$ cat src/rtl/lpc_pkg.sv
// Shared types and constants of the status LED pattern controller.
package lpc_pkg;

  typedef enum logic [1:0] {
    OP_TICK    = 2'd0,
    OP_SET     = 2'd1,
    OP_CLEAR   = 2'd2,
    OP_REFRESH = 2'd3
  } op_t;

  localparam logic [2:0] PAT_OFF   = 3'd0;
  localparam logic [2:0] PAT_ON    = 3'd1;
  localparam logic [2:0] PAT_SLOW  = 3'd2;
  localparam logic [2:0] PAT_FAST  = 3'd3;
  localparam logic [2:0] PAT_ERROR = 3'd4;
  localparam logic [2:0] PAT_OK    = 3'd5;

  localparam int MODE_RELAY    = 0;
  localparam int MODE_WIFI     = 1;
  localparam int MODE_SCHEDULE = 2;
  localparam int MODE_TIMER    = 3;

  localparam int CFG_INDEX_W = 3;
  localparam int CFG_DATA_W  = 16;

  localparam logic [CFG_INDEX_W-1:0] CFG_MODE_MASK   = 3'd0;
  localparam logic [CFG_INDEX_W-1:0] CFG_SLOW_PERIOD = 3'd1;
  localparam logic [CFG_INDEX_W-1:0] CFG_FAST_PERIOD = 3'd2;
  localparam logic [CFG_INDEX_W-1:0] CFG_ERROR_PERIOD = 3'd3;
  localparam logic [CFG_INDEX_W-1:0] CFG_ERROR_OFF   = 3'd4;

  localparam logic [3:0]  RST_MODE_MASK    = 4'd1;
  localparam logic [15:0] RST_SLOW_PERIOD  = 16'd110;
  localparam logic [15:0] RST_FAST_PERIOD  = 16'd20;
  localparam logic [15:0] RST_ERROR_PERIOD = 16'd19;
  localparam logic [7:0]  RST_ERROR_OFF    = 8'd21;

  // Lit flashes of the OK blink before it falls back to normal mode.
  localparam logic [1:0] OK_FLASHES = 2'd3;

  typedef struct packed {
    op_t        op;
    logic [2:0] pattern;
    logic       timer_active;
    logic       schedule_enabled;
    logic       relay_on;
  } item_t;

  typedef struct packed {
    logic [3:0]  mode_mask;
    logic [15:0] slow_period_ticks;
    logic [15:0] fast_period_ticks;
    logic [15:0] error_period_ticks;
    logic [7:0]  error_off_periods;
  } cfg_t;

  typedef struct packed {
    logic led_on;
    logic override_active;
    logic blinking;
    logic ok_finished;
  } result_t;

endpackage

$ cat src/rtl/lpc_step.sv
// Next-state and result logic for one word of the LED pattern controller.
module lpc_step import lpc_pkg::*; #(
  parameter int PERIOD_BITS = 16,
  parameter int COUNT_BITS  = 8
) (
  input  item_t                  item,
  input  cfg_t                   cfg,
  input  logic                   in_override,
  input  logic [2:0]             held_pattern,
  input  logic                   blink_running,
  input  logic                   led_lit,
  input  logic [PERIOD_BITS-1:0] period_left,
  input  logic [PERIOD_BITS-1:0] period_length,
  input  logic [COUNT_BITS-1:0]  periods_left,
  input  logic [COUNT_BITS-1:0]  dark_periods,
  input  logic [1:0]             ok_phase,
  output logic                   in_override_nxt,
  output logic [2:0]             held_pattern_nxt,
  output logic                   blink_running_nxt,
  output logic                   led_lit_nxt,
  output logic [PERIOD_BITS-1:0] period_left_nxt,
  output logic [PERIOD_BITS-1:0] period_length_nxt,
  output logic [COUNT_BITS-1:0]  periods_left_nxt,
  output logic [COUNT_BITS-1:0]  dark_periods_nxt,
  output logic [1:0]             ok_phase_nxt,
  output result_t                result
);

  localparam logic [32:0] PERIOD_MAX = (33'd1 << PERIOD_BITS) - 33'd1;
  localparam logic [16:0] COUNT_MAX  = (17'd1 << COUNT_BITS) - 17'd1;
  localparam logic [PERIOD_BITS-1:0] PERIOD_ONE = PERIOD_BITS'(1);
  localparam logic [COUNT_BITS-1:0]  COUNT_ONE  = COUNT_BITS'(1);

  logic                   disp_ovr;
  logic [2:0]             disp_pat;
  logic                   d_blink;
  logic                   d_lit;
  logic                   d_ok;
  logic [15:0]            d_per_raw;
  logic [7:0]             d_dark_raw;
  logic [32:0]            per_wide;
  logic [16:0]            dark_wide;
  logic [PERIOD_BITS-1:0] d_period;
  logic [COUNT_BITS-1:0]  d_dark;
  logic                   do_apply;
  logic                   done;

  // Mode and pattern the display is evaluated for.
  always_comb begin
    disp_ovr = 1'b0;
    disp_pat = held_pattern;
    unique case (item.op)
      OP_SET: begin
        disp_ovr = 1'b1;
        disp_pat = item.pattern;
      end
      OP_REFRESH: disp_ovr = in_override;
      default: disp_ovr = 1'b0;
    endcase
  end

  // Display selection: steady, dark, or a blink with its period and dark count.
  always_comb begin
    d_blink    = 1'b0;
    d_lit      = 1'b0;
    d_ok       = 1'b0;
    d_per_raw  = cfg.slow_period_ticks;
    d_dark_raw = 8'd1;
    if (disp_ovr) begin
      unique case (disp_pat)
        PAT_ON: d_lit = 1'b1;
        PAT_SLOW: d_blink = 1'b1;
        PAT_FAST: begin
          d_blink   = 1'b1;
          d_per_raw = cfg.fast_period_ticks;
        end
        PAT_ERROR: begin
          d_blink    = 1'b1;
          d_per_raw  = cfg.error_period_ticks;
          d_dark_raw = cfg.error_off_periods;
        end
        PAT_OK: begin
          d_blink   = 1'b1;
          d_ok      = 1'b1;
          d_per_raw = cfg.fast_period_ticks;
        end
        default: d_lit = 1'b0;
      endcase
    end else begin
      priority if (cfg.mode_mask[MODE_TIMER] && item.timer_active) begin
        d_blink = 1'b1;
      end else if (cfg.mode_mask[MODE_SCHEDULE] && item.schedule_enabled) begin
        d_blink = 1'b1;
      end else if (cfg.mode_mask[MODE_WIFI]) begin
        d_lit = 1'b1;
      end else if (cfg.mode_mask[MODE_RELAY]) begin
        d_lit = item.relay_on;
      end else begin
        d_blink = 1'b1;
      end
    end
  end

  // A zero period counts as one tick; values above the counter range saturate.
  assign per_wide  = 33'(d_per_raw);
  assign dark_wide = 17'(d_dark_raw);

  always_comb begin
    if (d_per_raw == 16'd0) begin
      d_period = PERIOD_ONE;
    end else if (per_wide > PERIOD_MAX) begin
      d_period = PERIOD_MAX[PERIOD_BITS-1:0];
    end else begin
      d_period = per_wide[PERIOD_BITS-1:0];
    end
    if (dark_wide > COUNT_MAX) begin
      d_dark = COUNT_MAX[COUNT_BITS-1:0];
    end else begin
      d_dark = dark_wide[COUNT_BITS-1:0];
    end
  end

  always_comb begin
    in_override_nxt   = in_override;
    held_pattern_nxt  = held_pattern;
    blink_running_nxt = blink_running;
    led_lit_nxt       = led_lit;
    period_left_nxt   = period_left;
    period_length_nxt = period_length;
    periods_left_nxt  = periods_left;
    dark_periods_nxt  = dark_periods;
    ok_phase_nxt      = ok_phase;
    do_apply          = 1'b0;
    done              = 1'b0;

    unique case (item.op)
      OP_TICK: begin
        if (blink_running) begin
          if (period_left > PERIOD_ONE) begin
            period_left_nxt = period_left - PERIOD_ONE;
          end else begin
            period_left_nxt = (period_length == '0) ? PERIOD_ONE : period_length;
            if (periods_left > COUNT_ONE) begin
              periods_left_nxt = periods_left - COUNT_ONE;
            end else if (led_lit) begin
              led_lit_nxt      = 1'b0;
              periods_left_nxt = dark_periods;
            end else begin
              led_lit_nxt      = 1'b1;
              periods_left_nxt = COUNT_ONE;
              if (ok_phase != 2'd0) begin
                ok_phase_nxt = ok_phase - 2'd1;
                if (ok_phase == 2'd1) begin
                  in_override_nxt = 1'b0;
                  do_apply        = 1'b1;
                  done            = 1'b1;
                end
              end
            end
          end
        end
      end
      OP_SET: begin
        ok_phase_nxt = 2'd0;
        if (item.pattern == PAT_OFF) begin
          in_override_nxt   = 1'b0;
          blink_running_nxt = 1'b0;
          led_lit_nxt       = 1'b0;
        end else begin
          in_override_nxt  = 1'b1;
          held_pattern_nxt = item.pattern;
          do_apply         = 1'b1;
        end
      end
      OP_CLEAR: begin
        if (in_override) begin
          in_override_nxt = 1'b0;
          do_apply        = 1'b1;
        end
      end
      OP_REFRESH: do_apply = 1'b1;
      default: do_apply = 1'b0;
    endcase

    if (do_apply) begin
      blink_running_nxt = d_blink;
      led_lit_nxt       = d_blink | d_lit;
      if (d_blink) begin
        period_length_nxt = d_period;
        period_left_nxt   = d_period;
        dark_periods_nxt  = d_dark;
        periods_left_nxt  = COUNT_ONE;
      end
      if (d_ok) begin
        ok_phase_nxt = OK_FLASHES;
      end
    end
  end

  assign result.led_on          = led_lit_nxt;
  assign result.override_active = in_override_nxt;
  assign result.blinking        = blink_running_nxt;
  assign result.ok_finished     = done;

endmodule

$ cat src/rtl/led_pattern_controller.sv
// Top level of the status LED pattern controller with stream and register ports.
// A word accepted into the input register moves on into the result register once
// that register is free or being emptied, and its result then shows on out_tdata.
// Throughput: one word every cycle; a stalled receiver holds back the input.
// Reset (rst_n low, synchronous) empties both registers, returns the controller to
// normal mode with the LED dark and loads the configuration registers with defaults.
module led_pattern_controller import lpc_pkg::*; #(
  parameter int PERIOD_BITS = 16,
  parameter int COUNT_BITS  = 8
) (
  input  logic                   clk,
  input  logic                   rst_n,
  // Input stream.
  input  logic                   in_tvalid,
  output logic                   in_tready,
  input  logic [7:0]             in_tdata,   // [2:0] pattern, [3] timer_active,
                                             // [4] schedule_enabled, [5] relay_on
  input  logic [1:0]             in_tuser,   // [1:0] op
  // Result stream.
  output logic                   out_tvalid,
  input  logic                   out_tready,
  output logic [7:0]             out_tdata,  // [0] led_on, [1] override_active,
                                             // [2] blinking, [3] ok_finished
  // Configuration write channel.
  input  logic                   cfg_valid,
  output logic                   cfg_ready,
  input  logic [CFG_INDEX_W-1:0] cfg_index,
  input  logic [CFG_DATA_W-1:0]  cfg_data
);

  cfg_t    cfg_r;
  logic    s1_valid_r;
  item_t   s1_item_r;
  logic    out_valid_r;
  result_t out_res_r;
  result_t step_res;
  logic    advance;

  // Controller state.
  logic                   in_override_r,   in_override_nxt;
  logic [2:0]             held_pattern_r,  held_pattern_nxt;
  logic                   blink_running_r, blink_running_nxt;
  logic                   led_lit_r,       led_lit_nxt;
  logic [PERIOD_BITS-1:0] period_left_r,   period_left_nxt;
  logic [PERIOD_BITS-1:0] period_length_r, period_length_nxt;
  logic [COUNT_BITS-1:0]  periods_left_r,  periods_left_nxt;
  logic [COUNT_BITS-1:0]  dark_periods_r,  dark_periods_nxt;
  logic [1:0]             ok_phase_r,      ok_phase_nxt;

  // The word in the input register moves on whenever the result register is
  // free or being emptied; the input side can then refill in the same cycle.
  assign advance   = !out_valid_r || out_tready;
  assign in_tready = !s1_valid_r || advance;
  assign cfg_ready = 1'b1;

  assign out_tvalid = out_valid_r;
  assign out_tdata  = {4'b0000, out_res_r.ok_finished, out_res_r.blinking,
                       out_res_r.override_active, out_res_r.led_on};

  // Configuration registers; writes beyond the register list are ignored.
  always_ff @(posedge clk) begin
    if (!rst_n) begin
      cfg_r.mode_mask          <= RST_MODE_MASK;
      cfg_r.slow_period_ticks  <= RST_SLOW_PERIOD;
      cfg_r.fast_period_ticks  <= RST_FAST_PERIOD;
      cfg_r.error_period_ticks <= RST_ERROR_PERIOD;
      cfg_r.error_off_periods  <= RST_ERROR_OFF;
    end else if (cfg_valid) begin
      unique case (cfg_index)
        CFG_MODE_MASK:    cfg_r.mode_mask          <= cfg_data[3:0];
        CFG_SLOW_PERIOD:  cfg_r.slow_period_ticks  <= cfg_data;
        CFG_FAST_PERIOD:  cfg_r.fast_period_ticks  <= cfg_data;
        CFG_ERROR_PERIOD: cfg_r.error_period_ticks <= cfg_data;
        CFG_ERROR_OFF:    cfg_r.error_off_periods  <= cfg_data[7:0];
        default: ;
      endcase
    end
  end

  // Input register.
  always_ff @(posedge clk) begin
    if (!rst_n) begin
      s1_valid_r <= 1'b0;
    end else if (in_tready) begin
      s1_valid_r <= in_tvalid;
    end
  end

  always_ff @(posedge clk) begin
    if (in_tready && in_tvalid) begin
      s1_item_r.op               <= op_t'(in_tuser);
      s1_item_r.pattern          <= in_tdata[2:0];
      s1_item_r.timer_active     <= in_tdata[3];
      s1_item_r.schedule_enabled <= in_tdata[4];
      s1_item_r.relay_on         <= in_tdata[5];
    end
  end

  lpc_step #(
    .PERIOD_BITS (PERIOD_BITS),
    .COUNT_BITS  (COUNT_BITS)
  ) u_step (
    .item              (s1_item_r),
    .cfg               (cfg_r),
    .in_override       (in_override_r),
    .held_pattern      (held_pattern_r),
    .blink_running     (blink_running_r),
    .led_lit           (led_lit_r),
    .period_left       (period_left_r),
    .period_length     (period_length_r),
    .periods_left      (periods_left_r),
    .dark_periods      (dark_periods_r),
    .ok_phase          (ok_phase_r),
    .in_override_nxt   (in_override_nxt),
    .held_pattern_nxt  (held_pattern_nxt),
    .blink_running_nxt (blink_running_nxt),
    .led_lit_nxt       (led_lit_nxt),
    .period_left_nxt   (period_left_nxt),
    .period_length_nxt (period_length_nxt),
    .periods_left_nxt  (periods_left_nxt),
    .dark_periods_nxt  (dark_periods_nxt),
    .ok_phase_nxt      (ok_phase_nxt),
    .result            (step_res)
  );

  // State commits only when the word actually moves into the result register.
  always_ff @(posedge clk) begin
    if (!rst_n) begin
      in_override_r   <= 1'b0;
      held_pattern_r  <= PAT_OFF;
      blink_running_r <= 1'b0;
      led_lit_r       <= 1'b0;
      period_left_r   <= '0;
      period_length_r <= '0;
      periods_left_r  <= '0;
      dark_periods_r  <= '0;
      ok_phase_r      <= 2'd0;
    end else if (s1_valid_r && advance) begin
      in_override_r   <= in_override_nxt;
      held_pattern_r  <= held_pattern_nxt;
      blink_running_r <= blink_running_nxt;
      led_lit_r       <= led_lit_nxt;
      period_left_r   <= period_left_nxt;
      period_length_r <= period_length_nxt;
      periods_left_r  <= periods_left_nxt;
      dark_periods_r  <= dark_periods_nxt;
      ok_phase_r      <= ok_phase_nxt;
    end
  end

  // Result register.
  always_ff @(posedge clk) begin
    if (!rst_n) begin
      out_valid_r <= 1'b0;
    end else if (advance) begin
      out_valid_r <= s1_valid_r;
    end
  end

  always_ff @(posedge clk) begin
    if (s1_valid_r && advance) begin
      out_res_r <= step_res;
    end
  end

endmodule

$ cat config.mk
export PLATFORM = sky130hd
export DESIGN_NAME = led_pattern_controller
export DESIGN_NICKNAME = d
export VERILOG_FILES = /design/src/rtl/lpc_pkg.sv /design/src/rtl/lpc_step.sv /design/src/rtl/led_pattern_controller.sv
export SDC_FILE = /design/constraint.sdc
export NUM_CORES = 1
export LEC_CHECK = 0
export BUFFER_PORTS_ARGS = -buffer_cell sky130_fd_sc_hd__buf_4
export CAP_MARGIN = 40
export CORE_AREA = 2 2 111 113
export DETAILED_ROUTE_END_ITERATION = 12
export DIE_AREA = 0 0 113 115
export PLACE_DENSITY = 0.86
export SYNTH_ARGS = -nofsm -noshare
export SYNTH_HDL_FRONTEND = slang
export SYNTH_SLANG_ARGS = --single-unit
$ cat constraint.sdc
create_clock -name clk -period 2.4 [get_ports clk]
set_input_delay 0.12 -clock clk [delete_from_list [all_inputs] [get_ports clk]]
set_output_delay 0.12 -clock clk [all_outputs]
set_load 0.02 [all_outputs]
---- After elaboration in Yosys (flattened, before gate mapping) ----
Index checks and enable logic that the tools add are counted.
storage, ports and cells
  word-level logic and storage cells ...... 140
  output and inout bits ................... 11
  bits of input ports ..................... 34
  flip-flop bits (word level) ............. 130
operators by class
  eq/ne operators ......................... 13
  reductions and logical operators ........ 23
  bitwise operators ....................... 2
  add/subtract/negate cells ............... 3
  mux-type cells .......................... 70
  $lt $le $gt $ge ......................... 4
operators with widths
  operator                                                        number
  2-to-1 mux 16 bit                                               9
  2-to-1 mux 8 bit                                                10
  2-to-1 mux 1 bit                                                37
  logical NOT 16 bit                                              2
  case mux 16 bit (2 select lines)                                1
  greater-than comparator 16 x 1 -> 1 bit, second input constant  1
  greater-than comparator 16 bit, second input constant           1
  subtractor 16 x 1 -> 16 bit, second input constant              1
  2-to-1 mux 2 bit                                                7
  equality test 3 x 2 -> 1 bit, second input constant             4
  AND reduction 2 bit                                             5
  equality test 3 bit, second input constant                      3
  greater-than comparator 8 x 1 -> 1 bit, second input constant   1
  greater-than comparator 8 bit, second input constant            1
  subtractor 8 x 1 -> 8 bit, second input constant                1
  equality test 3 x 1 -> 1 bit, second input constant             2
  logical NOT 3 bit                                               2
  AND reduction 3 bit                                             2
  equality test 2 x 1 -> 1 bit, second input constant             2
  equality test 2 bit, second input constant                      2
  logical AND 1 bit                                               4
  case mux 1 bit (2 select lines)                                 2
  case mux 1 bit (4 select lines)                                 1
  case mux 2 bit (2 select lines)                                 1
  11 further kinds                                                13

---- Longest topological paths before layout ----
  word-level depth ........................ 11
  depth in mapped cells ................... 11
  gate-level depth less buffers ........... 9

---- Modules after synthesis ----
A second synthesis with hierarchy kept.
unflattened totals
  cell total of the unflattened synthesis .. 871
  area total of the unflattened synthesis .. 7,105.6 um^2
modules (own cells, without submodules)
  module                  times used  seq. area each (um^2)  area an instance (um^2)  cells an instance
  led_pattern_controller  1           2,722.6                4,824.6                  495
  lpc_step                1           0.0                    2,280.9                  376

---- Worst setup path before layout ----
No wires, ideal clock.
  kind .................................... reg-to-reg
  start point ............................. reg periods_left_r[0]
  end point ............................... reg period_left_r[14]
  period minus slack after synthesis ...... 2,475 ps
  required time ........................... 2,326 ps
  buffers on the path ..................... 2
  setup time .............................. 74 ps
  cell stages (with the launch flop) ...... 12
  slack ................................... -75 ps
  arrival time ............................ 2,401 ps
  cell sequence ........................... dfxtp_1 > inv_1 > ha_1 > or2_2 > and3_1 > clkbuf_1 > nand4_4 > inv_2 > o21ai_1 > clkbuf_1 > nand4_1 > a31oi_1
on the way
  word-level cells in the longest chain between the ends .. 6
RTL lines
  element                                 line                           text
  start: declaration                      led_pattern_controller.sv:46   logic [COUNT_BITS-1:0] periods_left_r, periods_left_nxt;
  start signal: assignment                led_pattern_controller.sv:145  periods_left_r <= periods_left_nxt;
  greater-than comparator 8 x 1 -> 1 bit  lpc_step.sv:143                if (periods_left > COUNT_ONE) begin
  2-to-1 mux 1 bit                        lpc_step.sv:143
  2-to-1 mux 1 bit                        lpc_step.sv:139                if (period_left > PERIOD_ONE) begin
  2-to-1 mux 1 bit                        lpc_step.sv:138                if (blink_running) begin
  case mux 1 bit (4 select lines)         lpc_step.sv:136                unique case (item.op)
  2-to-1 mux 16 bit                       lpc_step.sv:185                if (do_apply) begin
  end signal: assignment                  led_pattern_controller.sv:143  period_left_r <= period_left_nxt;
  end: declaration                        led_pattern_controller.sv:44   logic [PERIOD_BITS-1:0] period_left_r, period_left_nxt;
Every way passes these cells.
A chain may end at the register's enable or synchronous reset.

---- Worst setup path in the final report ----
  start point ............................. reg period_left_r[11]
  end point ............................... reg periods_left_r[3]
on the way
  word-level cells in the longest chain between the ends .. 6
  elaborated cells on any way between the ends .. 9
  those cells by class .................... order compare (1); mux (8)
RTL lines
  element                                      line             text
  greater-than comparator 16 x 1 -> 1 bit (*)  lpc_step.sv:139
  2-to-1 mux 8 bit                             lpc_step.sv:139
  2-to-1 mux 8 bit                             lpc_step.sv:138
  2-to-1 mux 8 bit                             lpc_step.sv:136
  2-to-1 mux 8 bit                             lpc_step.sv:188  if (d_blink) begin
  2-to-1 mux 8 bit (*)                         lpc_step.sv:185
Mark *: on every way between the ends. The rest lies on a longest branch, timed or not.

==> report_table.html <==
<table>
<tr><th>Metric</th><th>Value</th></tr>
<tr><th colspan="2">Outcome</th></tr>
<tr><td>Outcome</td><td>finished with violations</td></tr>
<tr><td>Violations in the final reports</td><td>DRC</td></tr>
<tr><th colspan="2">Finish</th></tr>
<tr><td>Fraction of final layout cells with drive strength greater than 1</td><td>0.174</td></tr>
<tr><td>Utilization of the core after routing</td><td>0.670</td></tr>
<tr><td>Relative area change from synthesis to final layout</td><td>24.7%</td></tr>
<tr><td>Nets</td><td>899</td></tr>
<tr><th colspan="2">Power</th></tr>
<tr><td>Pleak</td><td>0.00300 uW</td></tr>
<tr><td>Fraction of power spent switching nets</td><td>0.254</td></tr>
<tr><td>Combinational share of power</td><td>0.135</td></tr>
<tr><td>PnR Total Power</td><td>5660 uW</td></tr>
<tr><td>Part of the power in the clock network</td><td>0.456</td></tr>
<tr><td>Net switching power figure</td><td>1440 uW</td></tr>
<tr><td>Relative contribution of sequential cells to total power</td><td>0.409</td></tr>
<tr><td>Int Power</td><td>4220 uW</td></tr>
<tr><td>Cell area power density</td><td>715 nW/um^2</td></tr>
<tr><td>Maximum VDD drop</td><td>0.000634 V</td></tr>
<tr><th colspan="2">Yosys</th></tr>
<tr><td>Sequential cell area fraction in the yosys report</td><td>0.429</td></tr>
<tr><td>Number of synthesized flops with an enable pin</td><td>12</td></tr>
<tr><td>Total of warnings raised by yosys</td><td>0</td></tr>
<tr><td>Number of distinct library cell variants in the gate-level netlist after synthesis</td><td>79</td></tr>
<tr><td>Netlist area before placement</td><td>6340 um^2</td></tr>
<tr><td>Async S/R FF share, synth</td><td>0</td></tr>
<tr><td>Number of instances in the synthesized netlist</td><td>782</td></tr>
<tr><td>Synthesized area per cell</td><td>8.11 um^2</td></tr>
<tr><td>Main synth FF type</td><td>sky130_fd_sc_hd__dfxtp_1</td></tr>
<tr><td>Register bit total from synthesis</td><td>130</td></tr>
<tr><th colspan="2">Critical path</th></tr>
<tr><td>Critical Path AT</td><td>2700 ps</td></tr>
<tr><td>Crit start category</td><td>register</td></tr>
<tr><td>Class of the most critical setup path</td><td>reg -&gt; reg</td></tr>
<tr><td>Element type at the critical path end</td><td>register</td></tr>
<tr><td>CP Data Required Time</td><td>2710 ps</td></tr>
<tr><td>Max FO, Critical Path</td><td>11</td></tr>
<tr><th colspan="2">Routing</th></tr>
<tr><td>Starting DRC count in detailed routing</td><td>783</td></tr>
<tr><td>Met2 WL</td><td>9.27 mm</td></tr>
<tr><td>Top layer in use</td><td>met4</td></tr>
<tr><td># DRC</td><td>4</td></tr>
<tr><td>Routed wire length</td><td>19.5 mm</td></tr>
<tr><td>Wirelength per Cell</td><td>19.1 um</td></tr>
<tr><td>Number of nets still failing antenna checks after routing</td><td>0</td></tr>
<tr><td>Length of the first detailed-routing pass in iterations</td><td>10</td></tr>
<tr><td>Met3 Wirelength</td><td>2.00 mm</td></tr>
<tr><td>Drt via density</td><td>6.45</td></tr>
<tr><td>Met1 Wirelength</td><td>7.41 mm</td></tr>
<tr><td>Via count</td><td>6595</td></tr>
<tr><th colspan="2">Clock tree</th></tr>
<tr><td>Clock network latency to the later pin of the worst-skew pair</td><td>420 ps</td></tr>
<tr><td>Maximum clock insertion buffer count</td><td>2</td></tr>
<tr><td>Number of buffers inserted during clock tree synthesis</td><td>17</td></tr>
<tr><td>Maximum level of the CTS H-tree</td><td>4</td></tr>
<tr><td>Number of sinks handled by clock tree synthesis</td><td>130</td></tr>
<tr><td>Clk root buf</td><td>sky130_fd_sc_hd__clkbuf_16</td></tr>
<tr><td>Register clock-pin slew on the reported worst setup and hold paths</td><td>60 ps</td></tr>
<tr><td>CTS tree</td><td>built</td></tr>
<tr><th colspan="2">Die</th></tr>
<tr><td>Chip Width</td><td>113 um</td></tr>
<tr><td>Starting utilization of the core area</td><td>0.537</td></tr>
<tr><td>Count of standard-cell rows</td><td>40</td></tr>
<tr><td>Height of the chip</td><td>115 um</td></tr>
<tr><td>Total Die Area</td><td>13000 um^2</td></tr>
<tr><td>Number of primary I/O pins</td><td>45</td></tr>
<tr><td>Core region area</td><td>11800 um^2</td></tr>
<tr><th colspan="2">STA</th></tr>
<tr><td>RSZ-0062 raised after global routing</td><td>yes</td></tr>
<tr><td>Worst slew margin relative to its limit</td><td>0.555</td></tr>
<tr><td>Slew @ Worst Pin</td><td>665 ps</td></tr>
<tr><td>Setup violators final</td><td>0</td></tr>
<tr><td>Number of max-slew violations in the final report</td><td>0</td></tr>
<tr><td>Maximum clock frequency</td><td>419 MHz</td></tr>
<tr><td>Crit path time final</td><td>2390 ps</td></tr>
<tr><td>Skew final</td><td>6.05 ps</td></tr>
<tr><td>Final period utilization</td><td>0.995</td></tr>
<tr><td>Final Hold Vio Count</td><td>0</td></tr>
<tr><th colspan="2">Placement</th></tr>
<tr><td>Placed wire-length estimate after detailed placement</td><td>11.9 mm</td></tr>
<tr><td>Final RePlAce weighted congestion</td><td>0.941</td></tr>
<tr><td>Count of port buffers added during placement</td><td>37</td></tr>
<tr><th colspan="2">Global routing</th></tr>
<tr><td>Initial antenna violation count</td><td>0</td></tr>
<tr><td>Aggregate global routing overflow</td><td>0</td></tr>
<tr><td>Global-route wire length before repair</td><td>30.9 mm</td></tr>
<tr><td>Via count of the first global-routing pass</td><td>6221</td></tr>
<tr><td>Largest net degree at the start of global routing</td><td>45</td></tr>
<tr><td>Global-route usage over all layers</td><td>0.297</td></tr>
<tr><th colspan="2">Hold path</th></tr>
<tr><td>Classification of the worst-slack hold path</td><td>in -&gt; reg</td></tr>
<tr><th colspan="2">Job</th></tr>
<tr><td>Max capacitance violation total</td><td>0</td></tr>
</table>
layout by cell type, fill, tap and decap left out, types with 17 or more instances in the layout:
cell and n:
sky130_fd_sc_hd__nand2_1 165, sky130_fd_sc_hd__buf_4 79, sky130_fd_sc_hd__nor2_1 41, sky130_fd_sc_hd__nor4_1 17
sky130_fd_sc_hd__a21oi_1 76, sky130_fd_sc_hd__o21ai_0 19, sky130_fd_sc_hd__clkbuf_16 19, sky130_fd_sc_hd__dfxtp_1 117
sky130_fd_sc_hd__nand3_1 38, sky130_fd_sc_hd__dlygate4sd3_1 25
logic make-up after synthesis:
kind of cell / count (synthesis) / share of synthesized area
XOR/XNOR: 4 / 0.00552
AO/OA/AOI/OAI: 220 / 0.235
other: 2 / 0.00118
adder cells (fa/ha/maj): 4 / 0.00789
AND/OR/NAND/NOR: 339 / 0.254
buffers and inverters: 72 / 0.0499
flip-flops: 130 / 0.429
multiplexers: 11 / 0.0176
cells in the mapped netlist (5+ instances only):
library cell               instances  area (um^2)
sky130_fd_sc_hd__nand2_1         166          623
sky130_fd_sc_hd__dfxtp_1         118         2360
sky130_fd_sc_hd__a21oi_1          77          385
sky130_fd_sc_hd__nor2_1           41          154
sky130_fd_sc_hd__clkbuf_1         39          146
sky130_fd_sc_hd__nand3_1          38          190
sky130_fd_sc_hd__o21ai_0          22          110
sky130_fd_sc_hd__nor4_1           17          106
sky130_fd_sc_hd__a22oi_1          16          120
sky130_fd_sc_hd__nor3_1           16         80.1
sky130_fd_sc_hd__inv_1            15         56.3
sky130_fd_sc_hd__a31oi_1          12         75.1
sky130_fd_sc_hd__edfxtp_1         12          360
sky130_fd_sc_hd__and3_1           10         62.6
sky130_fd_sc_hd__mux2i_1          10          100
sky130_fd_sc_hd__buf_4             8         60.1
sky130_fd_sc_hd__nand4_1           8         50.1
sky130_fd_sc_hd__a21o_1            7         52.6
sky130_fd_sc_hd__buf_2             7         35.0
sky130_fd_sc_hd__o211a_1           7         70.1
sky130_fd_sc_hd__a311oi_1          6         52.6
sky130_fd_sc_hd__a31o_2            6         52.6
sky130_fd_sc_hd__o31ai_1           6         45.0
sky130_fd_sc_hd__or3_1             6         37.5
sky130_fd_sc_hd__a211oi_1          5         37.5
sky130_fd_sc_hd__o21a_1            5         37.5
sky130_fd_sc_hd__or2_2             5         31.3
worst max-delay path, stage by stage (launching register included):
cell and delay [ps]:
sky130_fd_sc_hd__dfxtp_1 310, sky130_fd_sc_hd__or4_4 550, sky130_fd_sc_hd__or3_4 390, sky130_fd_sc_hd__buf_4 160, sky130_fd_sc_hd__nor3_2 180, sky130_fd_sc_hd__buf_6 180, sky130_fd_sc_hd__nand2_1 140, sky130_fd_sc_hd__nand4b_1 220
sky130_fd_sc_hd__o21ai_0 150
layer usage:
layer / GRT usage / vias up
met2: 0.476 / 427
met4: 0.168 / 0
li1: - / 3003
met3: 0.0559 / 88
met5: 0 / -
met1: 0.380 / 3077
area by class of cell:
| class | instances | area, um^2 |
|---|---|---|
| Fill cell | 838 | 3900 |
| Inverter | 16 | 60.1 |
| Clock inverter | 9 | 101 |
| Tap cell | 147 | 184 |
| Timing Repair Buffer | 113 | 993 |
| Clock buffer | 23 | 489 |
| Multi-Input combinational cell | 583 | 3350 |
| Antenna cell | 1 | 2.50 |
| Sequential cell | 130 | 2720 |
per-stage QoR:
step                      setup slack, ps  cell area, um^2  setup TNS [ps]  std cells  hold slack, ps
after floorplan                      3.24             6350               0        785             219
after global placement              -10.3             6950           -10.3        958             298
after detailed placement            -31.5             6950           -51.8        958             300
after CTS                            3.69             7800               0       1015            10.6
after global routing                -59.4             7910            -140       1021            31.6
final                                13.2             7910               0       1022            10.5
repair_timing:
action,4_1_cts,5_1_grt
endpoints found under the hold margin,61,0
resized for setup,3,15
buffers inserted,0,5
cloned,0,1
pin swaps,0,7
hold buffers,25,0
setup endpoints to repair,6,41
final timing paths:
check / start / end / slack, ps / cells past startpoint
worst min register to register: dark_periods_r[5] / dark_periods_r[5] / 460 / 2
worst max register to register: period_left_r[11] / periods_left_r[3] / 10 / 8
worst min-delay path: out_tready / out_tvalid / 10 / 3
worst max-delay path: period_left_r[11] / periods_left_r[3] / 10 / 8
power groups by stage:
stage,Sequential (uW),Clock [uW],Combinational (uW)
5_1_grt,2320,2670,825
2_1_floorplan,2350,0,440
3_3_place_gp,2350,0,672
6_report,2310,2580,766
3_5_place_dp,2350,0,681
4_1_cts,2310,2570,724
sequential cells by signal, summed over array words and instances, names as in the netlist:
name / flops
dark_periods_r: 8
periods_left_r: 8
period_length_r: 16
held_pattern_r: 3
blink_running_r: 1
period_left_r: 16
led_lit_r: 1
out_tvalid: 1
out_tdata: 4
in_override_r: 1
ok_phase_r: 2
s1_valid_r: 1
cfg_r: 60
s1_item_r: 8
(Power assumes the default switching activity.)
